--- config.mk ---
export PLATFORM = sky130hd
export DESIGN_NAME = htsd_ctrl
export DESIGN_NICKNAME = d
export VERILOG_FILES = /design/src/rtl/htsd_pkg.sv /design/src/rtl/htsd_ctrl.sv
export SDC_FILE = /design/constraint.sdc
export NUM_CORES = 1
export LEC_CHECK = 0
export BUFFER_PORTS_ARGS = -buffer_cell sky130_fd_sc_hd__buf_2
export CORE_AREA = 2 2 39 41
export CTS_CLUSTER_SIZE = 10
export DETAILED_ROUTE_END_ITERATION = 10
export DIE_AREA = 0 0 41 43
export PLACE_DENSITY = 0.61
export SETUP_SLACK_MARGIN = 0.3
export SYNTH_ARGS = -nofsm -noshare
export SYNTH_HDL_FRONTEND = slang
export SYNTH_SLANG_ARGS = --single-unit
--- constraint.sdc ---
create_clock -name clock -period 2.9 [get_ports clock]
set_input_delay 0.145 -clock clock [delete_from_list [all_inputs] [get_ports clock]]
set_output_delay 0.145 -clock clock [all_outputs]
set_load 0.03 [all_outputs]
--- src/rtl/htsd_pkg.sv ---
`timescale 1ns / 1ps
// ----------------------------------------------------------------------------
// htsd_pkg
// types and constants shared by the tree stream decoder modules
// ----------------------------------------------------------------------------
package htsd_pkg;

   typedef struct packed {
      logic [7:0] in_byte;
      logic       in_last;
   } req_type;

   typedef struct packed {
      logic [7:0] out_byte;
      logic       out_final;
      logic       out_run_end;
      logic [2:0] err_code;
   } rsp_type;

   localparam logic [2:0] ERR_NONE      = 3'd0;
   localparam logic [2:0] ERR_HEADER    = 3'd1;
   localparam logic [2:0] ERR_ZERO_SIZE = 3'd2;
   localparam logic [2:0] ERR_TREE      = 3'd3;
   localparam logic [2:0] ERR_TOO_LONG  = 3'd4;
   localparam logic [2:0] ERR_BAD_CODE  = 3'd5;
   localparam logic [2:0] ERR_TRUNC     = 3'd6;

   localparam logic [8:0] LEN_MASK = 9'h1ff;

   localparam logic [2:0] PH_HEADER = 3'd0;
   localparam logic [2:0] PH_TREE   = 3'd1;
   localparam logic [2:0] PH_SIZE   = 3'd2;
   localparam logic [2:0] PH_DECODE = 3'd3;
   localparam logic [2:0] PH_DONE   = 3'd4;
   localparam logic [2:0] PH_ERROR  = 3'd5;

   // controller to datapath
   typedef struct packed {
      logic load;      // take a new word
      logic step;      // process one bit
      logic scan;      // compare one table entry
      logic emit_done; // result taken
      logic finish;    // word finished
   } cmd_type;

   // datapath to controller
   typedef struct packed {
      logic scan_needed;  // current bit needs a table search
      logic scan_end;     // search finished
      logic scan_emit;    // current compare produces a result
      logic has_result;   // a result is waiting
      logic bits_done;    // no more bits of this word
   } sts_type;

endpackage

--- src/rtl/htsd_ctrl.sv ---
`timescale 1ns / 1ps
// ----------------------------------------------------------------------------
// htsd_ctrl
// sequencer: takes a word, walks its bits, searches the table, hands results
// ----------------------------------------------------------------------------
module htsd_ctrl (
   input  logic              clock,
   input  logic              reset,
   input  logic              req_valid,
   output logic              req_stall,
   output logic              rsp_valid,
   input  logic              rsp_stall,
   input  htsd_pkg::sts_type sts,
   output htsd_pkg::cmd_type cmd
);
   typedef enum logic [6:0] {
      S_IDLE   = 7'b0000001,
      S_BIT    = 7'b0000010,
      S_READ   = 7'b0000100,
      S_CMP    = 7'b0001000,
      S_OUT    = 7'b0010000,
      S_FINISH = 7'b0100000,
      S_LAST   = 7'b1000000
   } state_type;

   state_type state_ff, state_in;

   always_comb begin
      state_in = state_ff;
      cmd = '0;
      req_stall = 1'b1;
      rsp_valid = 1'b0;
      unique case (state_ff)
         S_IDLE: begin
            req_stall = 1'b0;
            if (req_valid) begin
               cmd.load = 1'b1;
               state_in = S_BIT;
            end
         end
         S_BIT: begin
            if (sts.bits_done) begin
               state_in = S_FINISH;
            end else begin
               cmd.step = 1'b1;
               state_in = sts.scan_needed ? S_READ : S_BIT;
            end
         end
         S_READ: begin
            if (sts.scan_end) begin
               state_in = S_BIT;
            end else begin
               state_in = S_CMP;
            end
         end
         S_CMP: begin
            if (sts.scan_emit && sts.has_result) begin
               state_in = S_OUT;
            end else begin
               cmd.scan = 1'b1;
               state_in = S_READ;
            end
         end
         S_OUT: begin
            // another result follows, so the held one is not the run end
            rsp_valid = 1'b1;
            if (!rsp_stall) begin
               cmd.emit_done = 1'b1;
               state_in = S_CMP;
            end
         end
         S_FINISH: begin
            cmd.finish = 1'b1;
            state_in = S_LAST;
         end
         S_LAST: begin
            if (sts.has_result) begin
               rsp_valid = 1'b1;
               if (!rsp_stall) begin
                  cmd.emit_done = 1'b1;
                  state_in = S_IDLE;
               end
            end else begin
               state_in = S_IDLE;
            end
         end
         default: begin
            state_in = S_IDLE;
         end
      endcase
   end

   always_ff @(posedge clock) begin
      if (reset) begin
         state_ff <= S_IDLE;
      end else begin
         state_ff <= state_in;
      end
   end
endmodule

==> results_dict.tcl <==
set metrics [dict create \
    cts_root_buf "clkbuf_4" \
    fin_tns_setup_ns 0 \
    wl_um 1300 \
    clkSinkCount 7 \
    worstPathArrival_ns 1.68 \
    power_switching_w 0.000154 \
    setup_violations 0 \
    path_class "reg2out" \
    crit_slowest_cell "nor3_1" \
    period_minus_slack_ns 1.82 \
    pre_cts_ws_ns 1.33 \
    path_max_fanout 9 \
    dr.pass1.iters 4 \
    p_clk_frac 0.235 \
    dp.cells 94 \
    rsz0062_at_grt "false" \
    tightest_slew_ns 0.427 \
    synth_top_area_share 0.281 \
    synthCells 67 \
    drc 0 \
    async_flop_share 0 \
    clk_path_buf_depth 2 \
    antenna_found_initial 0 \
    cpLargestDelayFamily "simple AND/OR/NAND/NOR gates" \
    p_comb_frac 0.406 \
    netSwitchingFraction 0.407 \
    start_util 0.360 \
    outcome "finished, final reports clean" \
    htree_levels 1 \
    area_delta_synth_final_pct 19.8 \
    grt_pass1_wl_um 2030 \
    post-route-period-util 0.629 \
    track_usage 0.171 \
    postRouteAntennaNets 0 \
    cts_tree "built" \
    place_hpwl_um 974 \
    ys_top_cells_by_area "dfxtp_1, nor2_1, and3_1" \
    relSlewSlack 0.713 \
    worst-path-buf-inv 1 \
    power_w 0.000378 \
    cp-start-kind "register" \
    viasPerCell 5.70 \
    yosysUniqueCellTypes 31 \
    io_pins 16 \
    fin_nets 92 \
    portBuffers 15 \
    fin_area_um2 597 \
    largest_register_ffs 7 \
    cts_inserted_buffers 3 \
    ys_seq_area_frac 0.281 \
    post_cts_buffers 0 \
    yosys.area.top_type "dfxtp_1" \
    max_cap_violations 0 \
    largest_register "state_ff" \
    hold_class "in2reg" \
    seqPwrFrac 0.359 \
    crit_chain "nor3_1 > and4_1 > and2_1 > buf_2" \
    cpPeakStageDelay_ns 0.42 \
    synth-main-ff-cell "dfxtp_1" \
    post_dp_cell_area_um2 571 \
    gp_congestion 0.855 \
    p_int_w 0.000224 \
    cp.required_ns 2.76 \
    wl_per_cell_um 13.2 \
    clk_pin_slew_ns 0.05 \
    dieHeight_um 43 \
    cts_resized 0 \
    yosys_warnings 0 \
    grt_max_degree 10 \
    final-hold-violation-count 0 \
    hold_buffers 0 \
    avgSynthCellArea_um2 7.43 \
    crit_path_end_kind "output port" \
    power_density_mw_per_mm2 633 \
    die_x_um 41 \
    n_antenna_cell 0 \
    yosysMostFrequentCell "nor2_1" \
    finalClockSkew_ns 0.00199 \
    vdd_drop_max_v 0.000295 \
    clock.fmax_ghz 0.549 \
    synth_seq_cells 7 \
    syn_area_um2 498 \
    slew_violations 0 \
    p_leak_nw 0.292 \
    drive_above_1_share 0.244 \
    synthTopCellsByCount "nor2_1, dfxtp_1, inv_1" \
    grt_overflow 0 \
    top_regs "state_ff x7" \
    synth_edf_count 0 \
    drt_iter0_markers 16 \
    postLayoutSetupSlackWorst_ns 1.08 \
    finalNonFillerCells 98 \
    dieArea_mm2 0.00176 \
    vias 559 \
    core_mm2 0.00138 \
    grt_pass1_vias 500 \
    clk_latency_ns 0.25 \
    rows 14 \
    nFillCells 148 \
    syn_nets 76 \
]
==> worst reg2reg max path: cells and delay by family, from the launching register on <==
kind               cells  cell delay, ns
AOI/OAI and AO/OA      1            0.29
DFF                    1            0.46
and+or+nand+nor        3            0.79
==> layout make-up <==
class	count	area, µm²	area share
clock buffers	4	26.3	0.0440
inverters	5	18.8	0.0314
multi-input cells	51	317	0.530
flip-flops and latches	7	140	0.235
well taps	16	20.0	0.0335
repair buffers	15	75.1	0.126
==> cells by family after synthesis <==
logic type,share of synthesized area
and+or+nand+nor,0.420
buffers and inverters,0.0829
xor gates and xnor gates,0.0176
DFF,0.281
AOI/OAI and AO/OA,0.199
==> layer usage <==
layer  share of wire  track usage
met5               0            0
met2            0.48        0.259
met1            0.43        0.214
met3           0.073       0.0785
met4          0.0077       0.0400
==> power groups by stage <==
stage,combinational [W],sequential (W),clock (W)
after floorplan,0.000138,0.000112,0
after global placement,0.000154,0.000136,0
after detailed placement,0.000154,0.000137,0
after CTS,0.000155,0.000134,0.0000910
after global routing,0.000170,0.000138,0.0000978
final,0.000153,0.000136,0.0000887
==> placed cells by master, fill, tap and decap left out, types with 3 or more instances in the layout <==
cell type,count
nor2b_1,3
nor3_1,3
clkbuf_4,3
inv_1,5
buf_2,15
o21ai_0,3
dfxtp_1,7
and3_1,4
nor2_1,12
==> per-stage QoR <==
step                hold WS [ns]  utilization
floorplan                  0.217            -
global placement           0.392        0.412
detailed placement         0.385        0.412
CTS                        0.118        0.431
global route               0.142        0.431
finish                     0.122        0.431
==> worst paths after layout <==
check | from | to | slack, ns | cells past startpoint
hold reg to reg | state_ff[1] | state_ff[5] | 0.59 | 2
hold / removal | rsp_stall | state_ff[0] | 0.12 | 2
setup / recovery | state_ff[4] | cmd[2] | 1.08 | 4
setup reg to reg | state_ff[4] | state_ff[3] | 1.30 | 4
Power figures use the tool's default switching activity.
